==> src/rtl/core/i2cbe_pkg.sv <==
// i2cbe_pkg: shared types and constants of the i2c master bit engine
// holds register codes, command codes, reset values and the structs passed between modules
// no dependencies
package i2cbe_pkg;

  // configuration register indexes
  localparam logic [2:0] REG_START_STOP_DELAY  = 3'd0;
  localparam logic [2:0] REG_WRITE_HALF_PERIOD = 3'd1;
  localparam logic [2:0] REG_READ_HALF_PERIOD  = 3'd2;
  localparam logic [2:0] REG_ACK_SETTLE_DELAY  = 3'd3;
  localparam logic [2:0] REG_ACK_PULSE_DELAY   = 3'd4;
  localparam logic [2:0] REG_ACK_POLL_LIMIT    = 3'd5;

  // register reset values
  localparam logic [7:0] RST_START_STOP_DELAY  = 8'd5;
  localparam logic [7:0] RST_WRITE_HALF_PERIOD = 8'd2;
  localparam logic [7:0] RST_READ_HALF_PERIOD  = 8'd5;
  localparam logic [7:0] RST_ACK_SETTLE_DELAY  = 8'd1;
  localparam logic [7:0] RST_ACK_PULSE_DELAY   = 8'd2;
  localparam logic [7:0] RST_ACK_POLL_LIMIT    = 8'd250;

  // command codes
  localparam logic [1:0] REQ_START = 2'd0;
  localparam logic [1:0] REQ_STOP  = 2'd1;
  localparam logic [1:0] REQ_WRITE = 2'd2;
  localparam logic [1:0] REQ_READ  = 2'd3;

  // bits per byte on the bus
  localparam logic [3:0] BITS_PER_BYTE = 4'd8;

  typedef struct packed {
    logic [7:0] start_stop_delay;
    logic [7:0] write_half_period;
    logic [7:0] read_half_period;
    logic [7:0] ack_settle_delay;
    logic [7:0] ack_pulse_delay;
    logic [7:0] ack_poll_limit;
  } cfg_t;

  typedef struct packed {
    logic       scl_level;
    logic       sda_level;
    logic       sda_is_input;
    logic       busy_res;
    logic       done_res;
    logic [7:0] rx_byte;
    logic       nack_timeout;
  } res_t;

endpackage

==> src/rtl/core/i2cbe_cfg_regs.sv <==
// i2cbe_cfg_regs: timing and poll limit registers of the i2c master bit engine
// written through the configuration channel, depends on i2cbe_pkg
module i2cbe_cfg_regs
  import i2cbe_pkg::*;
(
  input  logic       clk,
  input  logic       rst_n,
  input  logic       wr_en,
  input  logic [2:0] wr_index,
  input  logic [7:0] wr_data,
  output cfg_t       cfg
);

  cfg_t cfg_r;
  cfg_t cfg_nxt;

  always_comb begin
    cfg_nxt = cfg_r;
    if (wr_en) begin
      case (wr_index)
        REG_START_STOP_DELAY:  cfg_nxt.start_stop_delay  = wr_data;
        REG_WRITE_HALF_PERIOD: cfg_nxt.write_half_period = wr_data;
        REG_READ_HALF_PERIOD:  cfg_nxt.read_half_period  = wr_data;
        REG_ACK_SETTLE_DELAY:  cfg_nxt.ack_settle_delay  = wr_data;
        REG_ACK_PULSE_DELAY:   cfg_nxt.ack_pulse_delay   = wr_data;
        REG_ACK_POLL_LIMIT:    cfg_nxt.ack_poll_limit    = wr_data;
        default: ;
      endcase
    end
  end

  always_ff @(posedge clk) begin
    if (!rst_n) begin
      cfg_r.start_stop_delay  <= RST_START_STOP_DELAY;
      cfg_r.write_half_period <= RST_WRITE_HALF_PERIOD;
      cfg_r.read_half_period  <= RST_READ_HALF_PERIOD;
      cfg_r.ack_settle_delay  <= RST_ACK_SETTLE_DELAY;
      cfg_r.ack_pulse_delay   <= RST_ACK_PULSE_DELAY;
      cfg_r.ack_poll_limit    <= RST_ACK_POLL_LIMIT;
    end else begin
      cfg_r <= cfg_nxt;
    end
  end

  assign cfg = cfg_r;

endmodule

==> src/rtl/core/i2cbe_seq.sv <==
// i2cbe_seq: phase sequencer of the i2c master bit engine, one step per accepted tick
// holds phase, counters, shift register and line state; depends on i2cbe_pkg
module i2cbe_seq
  import i2cbe_pkg::*;
(
  input  logic       clk,
  input  logic       rst_n,
  input  logic       step,
  input  logic       cmd_valid,
  input  logic [1:0] req_type,
  input  logic [7:0] tx_byte,
  input  logic       ack_after_read,
  input  logic       sda_sample,
  input  cfg_t       cfg,
  output res_t       res
);

  typedef enum logic [3:0] {
    PH_IDLE, PH_S1, PH_S2, PH_P1, PH_P2, PH_WLOW, PH_WHIGH, PH_WTAIL,
    PH_ASET, PH_AHOLD, PH_APOLL, PH_AEND, PH_RHIGH, PH_RLOW, PH_KLOW, PH_KHIGH
  } phase_t;

  phase_t     phase_r, phase_nxt;
  logic [7:0] tick_r, tick_nxt;
  logic [3:0] bit_r, bit_nxt;
  logic [7:0] shift_r, shift_nxt;
  logic [7:0] poll_r, poll_nxt;
  logic       scl_r, scl_nxt;
  logic       sda_r, sda_nxt;
  logic       sda_in_r, sda_in_nxt;
  logic       ack_mode_r, ack_mode_nxt;
  logic [7:0] rx_r, rx_nxt;
  logic       nack_r, nack_nxt;
  logic       done;
  logic       wait_done;
  logic [7:0] tick_dec;

  // a wait ends once the count is down to one (zero acts as one)
  assign wait_done = (tick_r <= 8'd1);
  assign tick_dec  = tick_r - 8'd1;

  always_comb begin
    phase_nxt    = phase_r;
    tick_nxt     = tick_r;
    bit_nxt      = bit_r;
    shift_nxt    = shift_r;
    poll_nxt     = poll_r;
    scl_nxt      = scl_r;
    sda_nxt      = sda_r;
    sda_in_nxt   = sda_in_r;
    ack_mode_nxt = ack_mode_r;
    rx_nxt       = rx_r;
    nack_nxt     = nack_r;
    done         = 1'b0;
    case (phase_r)
      PH_IDLE: begin
        if (cmd_valid) begin
          case (req_type)
            REQ_START: begin
              sda_in_nxt = 1'b0; sda_nxt = 1'b1; scl_nxt = 1'b1;
              phase_nxt = PH_S1; tick_nxt = cfg.start_stop_delay;
            end
            REQ_STOP: begin
              sda_in_nxt = 1'b0; sda_nxt = 1'b0; scl_nxt = 1'b1;
              phase_nxt = PH_P1; tick_nxt = cfg.start_stop_delay;
            end
            REQ_WRITE: begin
              sda_in_nxt = 1'b0; scl_nxt = 1'b0;
              shift_nxt = tx_byte; bit_nxt = 4'd0;
              sda_nxt = tx_byte[7];
              phase_nxt = PH_WLOW; tick_nxt = cfg.write_half_period;
            end
            default: begin
              sda_nxt = 1'b1; sda_in_nxt = 1'b1; scl_nxt = 1'b1;
              shift_nxt = 8'd0; bit_nxt = 4'd0;
              ack_mode_nxt = ack_after_read;
              phase_nxt = PH_RHIGH; tick_nxt = cfg.read_half_period;
            end
          endcase
        end
      end
      PH_S1: begin
        if (wait_done) begin
          sda_nxt = 1'b0; phase_nxt = PH_S2; tick_nxt = cfg.start_stop_delay;
        end else tick_nxt = tick_dec;
      end
      PH_S2: begin
        if (wait_done) begin
          scl_nxt = 1'b0; phase_nxt = PH_IDLE; done = 1'b1;
        end else tick_nxt = tick_dec;
      end
      PH_P1: begin
        if (wait_done) begin
          sda_nxt = 1'b1; phase_nxt = PH_P2; tick_nxt = cfg.start_stop_delay;
        end else tick_nxt = tick_dec;
      end
      PH_P2: begin
        if (wait_done) begin
          phase_nxt = PH_IDLE; done = 1'b1;
        end else tick_nxt = tick_dec;
      end
      PH_WLOW: begin
        if (wait_done) begin
          scl_nxt = 1'b1; phase_nxt = PH_WHIGH; tick_nxt = cfg.write_half_period;
        end else tick_nxt = tick_dec;
      end
      PH_WHIGH: begin
        if (wait_done) begin
          scl_nxt = 1'b0; phase_nxt = PH_WTAIL; tick_nxt = cfg.write_half_period;
        end else tick_nxt = tick_dec;
      end
      PH_WTAIL: begin
        if (wait_done) begin
          shift_nxt = {shift_r[6:0], 1'b0};
          bit_nxt   = bit_r + 4'd1;
          if (bit_nxt < BITS_PER_BYTE) begin
            sda_nxt = shift_nxt[7];
            phase_nxt = PH_WLOW; tick_nxt = cfg.write_half_period;
          end else begin
            // release sda for the slave ack
            sda_nxt = 1'b1; sda_in_nxt = 1'b1;
            phase_nxt = PH_ASET; tick_nxt = cfg.ack_settle_delay;
          end
        end else tick_nxt = tick_dec;
      end
      PH_ASET: begin
        if (wait_done) begin
          scl_nxt = 1'b1; phase_nxt = PH_AHOLD; tick_nxt = cfg.ack_settle_delay;
        end else tick_nxt = tick_dec;
      end
      PH_AHOLD: begin
        if (wait_done) begin
          poll_nxt = 8'd0; phase_nxt = PH_APOLL;
        end else tick_nxt = tick_dec;
      end
      PH_APOLL: begin
        if (!sda_sample) begin
          nack_nxt = 1'b0; scl_nxt = 1'b0;
          phase_nxt = PH_AEND; tick_nxt = cfg.ack_settle_delay;
        end else if (poll_r >= cfg.ack_poll_limit) begin
          // no ack in time: flag it and run a stop
          nack_nxt = 1'b1;
          sda_in_nxt = 1'b0; sda_nxt = 1'b0; scl_nxt = 1'b1;
          phase_nxt = PH_P1; tick_nxt = cfg.start_stop_delay;
        end else begin
          poll_nxt = poll_r + 8'd1;
        end
      end
      PH_AEND: begin
        if (wait_done) begin
          phase_nxt = PH_IDLE; done = 1'b1;
        end else tick_nxt = tick_dec;
      end
      PH_RHIGH: begin
        if (wait_done) begin
          shift_nxt = {shift_r[6:0], sda_sample};
          scl_nxt = 1'b0; phase_nxt = PH_RLOW; tick_nxt = cfg.read_half_period;
        end else tick_nxt = tick_dec;
      end
      PH_RLOW: begin
        if (wait_done) begin
          bit_nxt = bit_r + 4'd1;
          if (bit_nxt < BITS_PER_BYTE) begin
            scl_nxt = 1'b1; phase_nxt = PH_RHIGH; tick_nxt = cfg.read_half_period;
          end else begin
            scl_nxt = 1'b0; sda_in_nxt = 1'b0;
            sda_nxt = ~ack_mode_r;
            phase_nxt = PH_KLOW; tick_nxt = cfg.ack_pulse_delay;
          end
        end else tick_nxt = tick_dec;
      end
      PH_KLOW: begin
        if (wait_done) begin
          scl_nxt = 1'b1; phase_nxt = PH_KHIGH; tick_nxt = cfg.ack_pulse_delay;
        end else tick_nxt = tick_dec;
      end
      PH_KHIGH: begin
        if (wait_done) begin
          scl_nxt = 1'b0; rx_nxt = shift_r;
          phase_nxt = PH_IDLE; done = 1'b1;
        end else tick_nxt = tick_dec;
      end
      default: phase_nxt = PH_IDLE;
    endcase
  end

  always_ff @(posedge clk) begin
    if (!rst_n) begin
      phase_r    <= PH_IDLE;
      tick_r     <= 8'd0;
      bit_r      <= 4'd0;
      shift_r    <= 8'd0;
      poll_r     <= 8'd0;
      scl_r      <= 1'b1;
      sda_r      <= 1'b1;
      sda_in_r   <= 1'b0;
      ack_mode_r <= 1'b0;
      rx_r       <= 8'd0;
      nack_r     <= 1'b0;
    end else if (step) begin
      phase_r    <= phase_nxt;
      tick_r     <= tick_nxt;
      bit_r      <= bit_nxt;
      shift_r    <= shift_nxt;
      poll_r     <= poll_nxt;
      scl_r      <= scl_nxt;
      sda_r      <= sda_nxt;
      sda_in_r   <= sda_in_nxt;
      ack_mode_r <= ack_mode_nxt;
      rx_r       <= rx_nxt;
      nack_r     <= nack_nxt;
    end
  end

  always_comb begin
    res.scl_level    = scl_nxt;
    res.sda_level    = sda_nxt;
    res.sda_is_input = sda_in_nxt;
    res.busy_res     = (phase_nxt != PH_IDLE);
    res.done_res     = done;
    res.rx_byte      = rx_nxt;
    res.nack_timeout = nack_nxt;
  end

endmodule

==> src/rtl/core/i2cbe_out_reg.sv <==
// i2cbe_out_reg: result register of the i2c master bit engine, holds one word until taken
// depends on i2cbe_pkg
module i2cbe_out_reg
  import i2cbe_pkg::*;
(
  input  logic clk,
  input  logic rst_n,
  input  logic load,
  input  res_t res_in,
  input  logic take,
  output logic full,
  output res_t res_out
);

  logic full_r, full_nxt;
  res_t res_r;

  always_comb begin
    full_nxt = full_r;
    if (load)      full_nxt = 1'b1;
    else if (take) full_nxt = 1'b0;
  end

  always_ff @(posedge clk) begin
    if (!rst_n) begin
      full_r <= 1'b0;
    end else begin
      full_r <= full_nxt;
    end
  end

  always_ff @(posedge clk) begin
    if (load) begin
      res_r <= res_in;
    end
  end

  assign full    = full_r;
  assign res_out = res_r;

endmodule

==> src/rtl/core/i2c_master_bit_engine_core.sv <==
// i2c_master_bit_engine_core: top level of the i2c master bit engine
// ties the configuration registers, the phase sequencer and the result register
// depends on i2cbe_pkg, i2cbe_cfg_regs, i2cbe_seq, i2cbe_out_reg
//
// Each input word is one tick of the bit timing base: it carries the sampled sda level
// and, while the engine is idle, may start a command (start, stop, write byte, read
// byte with ack or nack). Every accepted word yields exactly one result word with the
// scl level, the sda value and direction, busy and done flags, the last received byte
// and the nack timeout flag as they stand after that tick. A word is taken every clock:
// the sequencer steps on the accepting edge and its result lands in a one-word output
// register, so in_tready drops only while that register is full and out_tready is low.
// The result is valid in the cycle after its word is accepted. Commands offered
// while busy are ignored. Timing registers are written over the cfg channel, which is
// always ready; write them only while no result is pending. Indexes 6 and 7 are ignored.
module i2c_master_bit_engine_core
  import i2cbe_pkg::*;
(
  input  logic        clk,
  input  logic        rst_n,
  // input ticks
  input  logic        in_tvalid,
  output logic        in_tready,
  // [0] cmd_valid, [8:1] tx_byte, [9] ack_after_read, [10] sda_sample, [15:11] zero
  input  logic [15:0] in_tdata,
  // [1:0] req_type
  input  logic [1:0]  in_tuser,
  // results
  output logic        out_tvalid,
  input  logic        out_tready,
  // [0] scl_level, [1] sda_level, [2] sda_is_input, [3] busy_res, [4] done_res,
  // [12:5] rx_byte, [13] nack_timeout, [15:14] zero
  output logic [15:0] out_tdata,
  // configuration writes
  input  logic        cfg_valid,
  output logic        cfg_ready,
  input  logic [2:0]  cfg_index,
  input  logic [7:0]  cfg_data
);

  cfg_t cfg;
  res_t seq_res;
  res_t out_res;
  logic out_full;
  logic in_accept;
  logic out_take;

  // the result register frees up in the same cycle it is read
  assign out_take  = out_full & out_tready;
  assign in_tready = ~out_full | out_tready;
  assign in_accept = in_tvalid & in_tready;
  assign cfg_ready = 1'b1;

  i2cbe_cfg_regs u_cfg_regs (
    .clk      (clk),
    .rst_n    (rst_n),
    .wr_en    (cfg_valid),
    .wr_index (cfg_index),
    .wr_data  (cfg_data),
    .cfg      (cfg)
  );

  i2cbe_seq u_seq (
    .clk            (clk),
    .rst_n          (rst_n),
    .step           (in_accept),
    .cmd_valid      (in_tdata[0]),
    .req_type       (in_tuser),
    .tx_byte        (in_tdata[8:1]),
    .ack_after_read (in_tdata[9]),
    .sda_sample     (in_tdata[10]),
    .cfg            (cfg),
    .res            (seq_res)
  );

  i2cbe_out_reg u_out_reg (
    .clk     (clk),
    .rst_n   (rst_n),
    .load    (in_accept),
    .res_in  (seq_res),
    .take    (out_take),
    .full    (out_full),
    .res_out (out_res)
  );

  assign out_tvalid = out_full;

  // pack the result word, lowest field first
  assign out_tdata = {2'b00,
                      out_res.nack_timeout,
                      out_res.rx_byte,
                      out_res.done_res,
                      out_res.busy_res,
                      out_res.sda_is_input,
                      out_res.sda_level,
                      out_res.scl_level};

endmodule

==> config.mk <==
export PLATFORM = sky130hd
export DESIGN_NAME = i2c_master_bit_engine_core
export DESIGN_NICKNAME = d
export VERILOG_FILES = /design/src/rtl/core/i2cbe_pkg.sv /design/src/rtl/core/i2cbe_cfg_regs.sv /design/src/rtl/core/i2cbe_seq.sv /design/src/rtl/core/i2cbe_out_reg.sv /design/src/rtl/core/i2c_master_bit_engine_core.sv
export SDC_FILE = /design/constraint.sdc
export NUM_CORES = 1
export LEC_CHECK = 0
export ABC_AREA = 1
export BUFFER_PORTS_ARGS = -buffer_cell sky130_fd_sc_hd__buf_2
export CORE_MARGIN = 2
export CORE_UTILIZATION = 25
export DETAILED_ROUTE_END_ITERATION = 10
export HOLD_SLACK_MARGIN = 0.12
export MAX_ROUTING_LAYER = met4
export PLACE_DENSITY = 0.41
export SYNTH_ARGS = -nofsm -noshare
export SYNTH_HDL_FRONTEND = slang
export SYNTH_HIERARCHICAL = 1
export SYNTH_SLANG_ARGS = --single-unit
==> constraint.sdc <==
create_clock -name clk -period 2.2 [get_ports clk]
set_input_delay 0.11 -clock clk [delete_from_list [all_inputs] [get_ports clk]]
set_output_delay 0.11 -clock clk [all_outputs]
set_load 0.05 [all_outputs]
---- Word level (Yosys, flattened, before mapping) ----
Index checks and enable logic that the tools add are counted.
operators by class
  add/sub/neg operators ................... 3
  reductions and logical operators ........ 28
  $lt $le $gt $ge ......................... 3
  bitwise operators ....................... 6
  eq/ne operators ......................... 32
  mux-type cells .......................... 83
operators by type and width
  cell                   count
  $mux W8                21
  $pmux W8 S10           1
  $mux W4                18
  $pmux W4 S13           1
  $pmux W8 S2            3
  $eq A4 B4 Y1 const B   8
  $mux W1                31
  $pmux W8 S3            1
  $eq A4 B3 Y1 const B   4
  $pmux W4 S3            1
  $reduce_and A2 Y1      6
  $ne A2 B2 Y1 const B   5
  $reduce_and A5 Y1      2
  $add A8 B1 Y8 const B  1
  $eq A4 B2 Y1 const B   2
  $ge A8 B8 Y1           1
  $le A8 B1 Y1 const B   1
  $ne A2 B1 Y1 const B   4
  $pmux W4 S2            1
  $reduce_and A4 Y1      2
  $reduce_or A2 Y1       4
  $reduce_or A4 Y1       2
  $sub A8 B1 Y8 const B  1
  $eq A3 B2 Y1 const B   2
  other kinds (25)       32
storage, ports and cells
  bits in registers ....................... 108
  bits of input ports ..................... 34
  logic and storage cells ................. 180
  output and inout bits ................... 19

---- Logic depth before layout (Yosys ltp) ----
  depth after elaboration ................. 6
  gate-level depth with buffers ........... 17
  depth with buffers taken out ............ 15

---- By module ----
The synthesis kept the hierarchy.
by module, submodules not included
  module                      times used  area each (µm²)  seq. area each (µm²)  cells each
  i2cbe_seq                   1           4571.9           900.9                 804
  i2cbe_cfg_regs              1           1876.8           960.9                 271
  i2cbe_out_reg               1           464.2            440.4                 20
  i2c_master_bit_engine_core  1           57.6             0.0                   11

---- Worst setup path after synthesis ----
Ideal clock, no wire load.
  path kind ............................... flip-flop to flip-flop
  from .................................... register u_out_reg.full_r, in the netlist u_out_reg/full
  to ...................................... register u_seq.poll_r[6]
  setup slack ............................. -0.017 ns
  data required time ...................... 2.080 ns
  clock period less this slack ............ 2.217 ns
  library setup time ...................... 0.120 ns
  data arrival time ....................... 2.096 ns
  path buffers ............................ 1
  stages on the path, launching flop included .. 10
  cell sequence ........................... dfxtp_1 > a21oi_2 > clkbuf_1 > clkinv_1 > nor2_1 > nand3_1 > inv_2 > nand3_1 > nand2_1 > nor2_1
between the ends
  longest elaborated chain between the ends .. 4
RTL lines
  element                      line                              source
  from (decl)                  i2cbe_out_reg.sv:15               logic full_r, full_nxt;
  from (signal assigned)       i2cbe_out_reg.sv:28               full_r <= full_nxt;
  $not A1 Y1                   i2c_master_bit_engine_core.sv:49  assign in_tready = ~out_full | out_tready;
  $or A1 B1 Y1                 i2c_master_bit_engine_core.sv:49
  $and A1 B1 Y1                i2c_master_bit_engine_core.sv:50  assign in_accept = in_tvalid & in_tready;
  named net in_accept          i2c_master_bit_engine_core.sv:44  logic in_accept;
  $reduce_and A5 Y1 (no line)  -
  to (signal assigned)         i2cbe_seq.sv:205                  poll_r <= poll_nxt;
  to (decl)                    i2cbe_seq.sv:27                   logic [7:0] poll_r, poll_nxt;
The timed path passes the listed nets, and every way through them passes these cells.
A chain may end at the register's enable or synchronous reset.

---- Final worst setup path ----
  from .................................... register u_seq.phase_r[3]
  to ...................................... register u_seq.bit_r[0]
between the ends
  longest elaborated chain between the ends .. 4
  elaborated cells on any way between the ends .. 10
  classes of those cells .................. eq/ne (5); mux (1); reduce/logical (4)
RTL lines
  element                                                       line              source
  from (decl)                                                   i2cbe_seq.sv:23   phase_t phase_r, phase_nxt;
  from (signal assigned)                                        i2cbe_seq.sv:201  phase_r <= phase_nxt;
  $eq A4 B3 Y1 or $eq A4 B4 Y1 (tied branches)                  i2cbe_seq.sv:55   case (phase_r)
  $reduce_or A2 Y1 (no line)                                    -
  $ne A2 B1 Y1 (no line) or $reduce_bool A2 Y1 (tied branches)  -
  $reduce_and A5 Y1 (no line)                                   -
  to (signal assigned)                                          i2cbe_seq.sv:203  bit_r <= bit_nxt;
  to (decl)                                                     i2cbe_seq.sv:25   logic [3:0] bit_r, bit_nxt;
Parallel ways exist; a longest one is shown, timed or not.

==> impl_metrics.tcl <==
set metrics [dict create \
    grt_pass1_vias 6471 \
    synth_edf_count 14 \
    min_period_ns 2.02 \
    cts_tree "yes" \
    swShare 0.383 \
    critPathMostFrequentCell "inv_1" \
    drt_first_iter_violations 309 \
    p_seq_frac 0.342 \
    cts_buffers 9 \
    worst_pin_slew_ns 0.764 \
    nFillCells 3205 \
    routed_wl_um 23400 \
    placed_cell_area_um2 7750 \
    grt_overflow 0 \
    clock_sinks 108 \
    core_area_um2 27600 \
    first_pass_iters 5 \
    hold_viol 0 \
    drive_gt1_frac 0.128 \
    gp_congestion 0.850 \
    p_switching_mw 2.51 \
    vdd_ir_drop_max_v 0.000344 \
    die_w_um 171 \
    nets 1218 \
    critPathMaxFanout 8 \
    cts_root_buf "clkbuf_16" \
    synth_ff_type "dfxtp_1" \
    worstPathRequired_ns 2.44 \
    grt_max_degree 44 \
    power.density_nw_per_um2 798 \
    total_leakage_power_nw 3.85 \
    syn_area_per_cell_um2 6.30 \
    crit_chain "nand2_1 -> inv_2 -> nand2_2 -> inv_1 -> nor2_1 -> inv_1 -> o21ai_2 -> o21ai_1 -> o21bai_1 -> a21oi_1" \
    status "finished clean" \
    async_flop_share 0 \
    cts_buffer_depth 2 \
    drv_slew 0 \
    fmax_ghz 0.495 \
    post-route-util 0.298 \
    setup_tns_ns 0 \
    pre_cts_ws_ns 0.0721 \
    hold_ws_ns 0.164 \
    clk_pin_slew_worst_paths_ns 0.08 \
    min_path_type "input port to register" \
    drc 0 \
    setup_viol 0 \
    p_int_mw 4.06 \
    ys_ff_latch 108 \
    drv_cap 0 \
    hpwlAfterDp_um 17600 \
    cts_htree_levels 3 \
    power.share.combinational 0.389 \
    critPathCaptureType "register" \
    postRouteAntennaNets 0 \
    viasPerCell 4.52 \
    synth_cell_types 47 \
    die_y_um 171 \
    numPortBuffers 44 \
    via_count 7028 \
    fp-row-count 61 \
    slew_headroom 0.489 \
    seq_area_frac_synth 0.330 \
    wl_per_cell_um 15.1 \
    clock_latency_ns 0.36 \
    syn_area_um2 6970 \
    area_growth_pct 18.1 \
    initial_core_util 0.252 \
    clockPowerShare 0.269 \
    worstSetupPathType "register to register" \
    grt_pass1_wl_um 36700 \
    die_area_um2 29200 \
    startpoint_type "register" \
    skew_ns 0.00840 \
    grt_antenna_before_repair 0 \
    cp.arrival_ns 2.26 \
    min_period_over_period 0.918 \
    yosysWarnings 6 \
    boundaryPins 53 \
    diodes 0 \
    critPathMaxStageDelay_ns 0.59 \
    syn_inst 1106 \
    setup_slack_ns 0.180 \
    final_area_um2 8240 \
    slowest_stage "dfxtp_1" \
    track_usage 0.167 \
]
[cells by family after synthesis]
kind of cell,Yosys count,synth area share
AOI/OAI and AO/OA,161,0.132
xor gates and xnor gates,8,0.0101
adders and majority gates,12,0.0215
buffers and inverters,191,0.121
DFF,108,0.330
other,2,0.00108
and+or+nand+nor,624,0.383
[power by group through the flow]
stage | registers [mW] | clock network [mW] | logic, mW
finish | 2.24 | 1.77 | 2.56
floorplan | 2.36 | 0 | 1.66
CTS | 2.24 | 1.84 | 2.40
global placement | 2.29 | 0 | 2.37
global route | 2.26 | 1.91 | 2.84
detailed placement | 2.29 | 0 | 2.38
[layer usage]
layer	global-route usage	vias up	share of wire	routed length, um
met5	-	-	0	0
met2	0.273	159	0.46	10700
met3	0.0213	12	0.041	968
li1	-	3673	-	-
met4	0.0361	0	0.0093	218
met1	0.221	3184	0.49	11500
[cell usage in the layout, fill, tap and decap left out, types with 3 or more instances in the layout]
| cell | count |
|---|---|
| nand2_1 | 276 |
| nor2_1 | 167 |
| inv_1 | 129 |
| nand3_1 | 121 |
| dfxtp_1 | 93 |
| o21ai_0 | 70 |
| buf_4 | 47 |
| a21oi_1 | 47 |
| buf_2 | 44 |
| nand4_1 | 15 |
| edfxtp_1 | 14 |
| a211oi_1 | 12 |
| ha_1 | 11 |
| clkbuf_16 | 10 |
| dlygate4sd3_1 | 10 |
| inv_2 | 9 |
| nor3_1 | 9 |
| nand3b_1 | 9 |
| nand2_2 | 8 |
| xor2_1 | 7 |
| nor2_4 | 6 |
| a221oi_1 | 5 |
| o21ai_1 | 4 |
| conb_1 | 3 |
| o21bai_1 | 3 |
| o21ai_2 | 3 |
| o22ai_1 | 3 |
[Yosys cell counts (all sizes together), types with 5 or more instances]
library cell / n / area [um2]
buf: 41 / 283
o21ai: 77 / 393
dfxtp: 94 / 1880
a21oi: 50 / 262
nand2: 286 / 1100
ha: 12 / 150
a211oi: 13 / 103
nand3b: 9 / 67.6
clkbuf: 10 / 37.5
edfxtp: 14 / 420
inv: 138 / 518
xor2: 7 / 61.3
nor2: 175 / 697
a221oi: 5 / 43.8
nand3: 123 / 621
nand4: 15 / 93.8
nor3: 10 / 55.1
[per-stage QoR]
step                std cells  power (mW)
floorplan                1107        4.03
CTS                      1551        6.48
global placement         1526        4.66
detailed placement       1526        4.67
global route             1554        7.02
finish                   1554        6.57
[path summary, 6_finish.rpt]
kind / start / endpoint / depth (start not counted) / slack, ns
setup / recovery: u_seq/phase_r[3]$_SDFFE_PN0P_ / u_seq/bit_r[0]$_SDFFE_PN0P_ / 10 / 0.18
hold / removal: rst_n / u_cfg_regs/cfg[33]$_SDFFE_PN1P_ / 2 / 0.16
setup reg to reg: u_seq/phase_r[3]$_SDFFE_PN0P_ / u_seq/bit_r[0]$_SDFFE_PN0P_ / 10 / 0.18
hold reg to reg: u_cfg_regs/cfg[3]$_SDFFE_PN1P_ / u_cfg_regs/cfg[3]$_SDFFE_PN1P_ / 2 / 0.47
[critical path: cells and delay by family, from the launching register on]
family                 cells  cell delay [ns]
and+or+nand+nor            3             0.32
buffers and inverters      3             0.39
AOI/OAI and AO/OA          4             0.60
DFF                        1             0.59
[timing repair]
action	CTS	global route
endpoints found under the setup margin	0	19
buffers inserted	0	2
resized for setup	0	13
hold buffers	10	0
hold endpoints to repair	15	0
[sequential cells by signal, indices dropped and copies added, names as in the netlist]
| register | flops |
|---|---|
| u_seq/phase_r | 4 |
| u_seq/poll_r | 8 |
| u_cfg_regs/cfg | 48 |
| u_seq/shift_r | 8 |
| u_seq/sda_in_r | 1 |
| u_seq/nack_r | 1 |
| u_seq/bit_r | 4 |
| u_seq/rx_r | 8 |
| u_out_reg/res_out | 14 |
| u_seq/sda_r | 1 |
| u_seq/tick_r | 8 |
| u_out_reg/full | 1 |
| u_seq/ack_mode_r | 1 |
| u_seq/scl_r | 1 |
[cell type report]
cell class                 instances  area, um2  area share
tap                              378        473      0.0574
clock inverter                     4       76.3     0.00927
multi-input combinational        808       3870       0.471
timing repair buffer             105        749      0.0910
inverter                         140        526      0.0638
sequential                       108       2300       0.280
clock buffer                      11        233      0.0283
(Power assumes the default switching activity.)
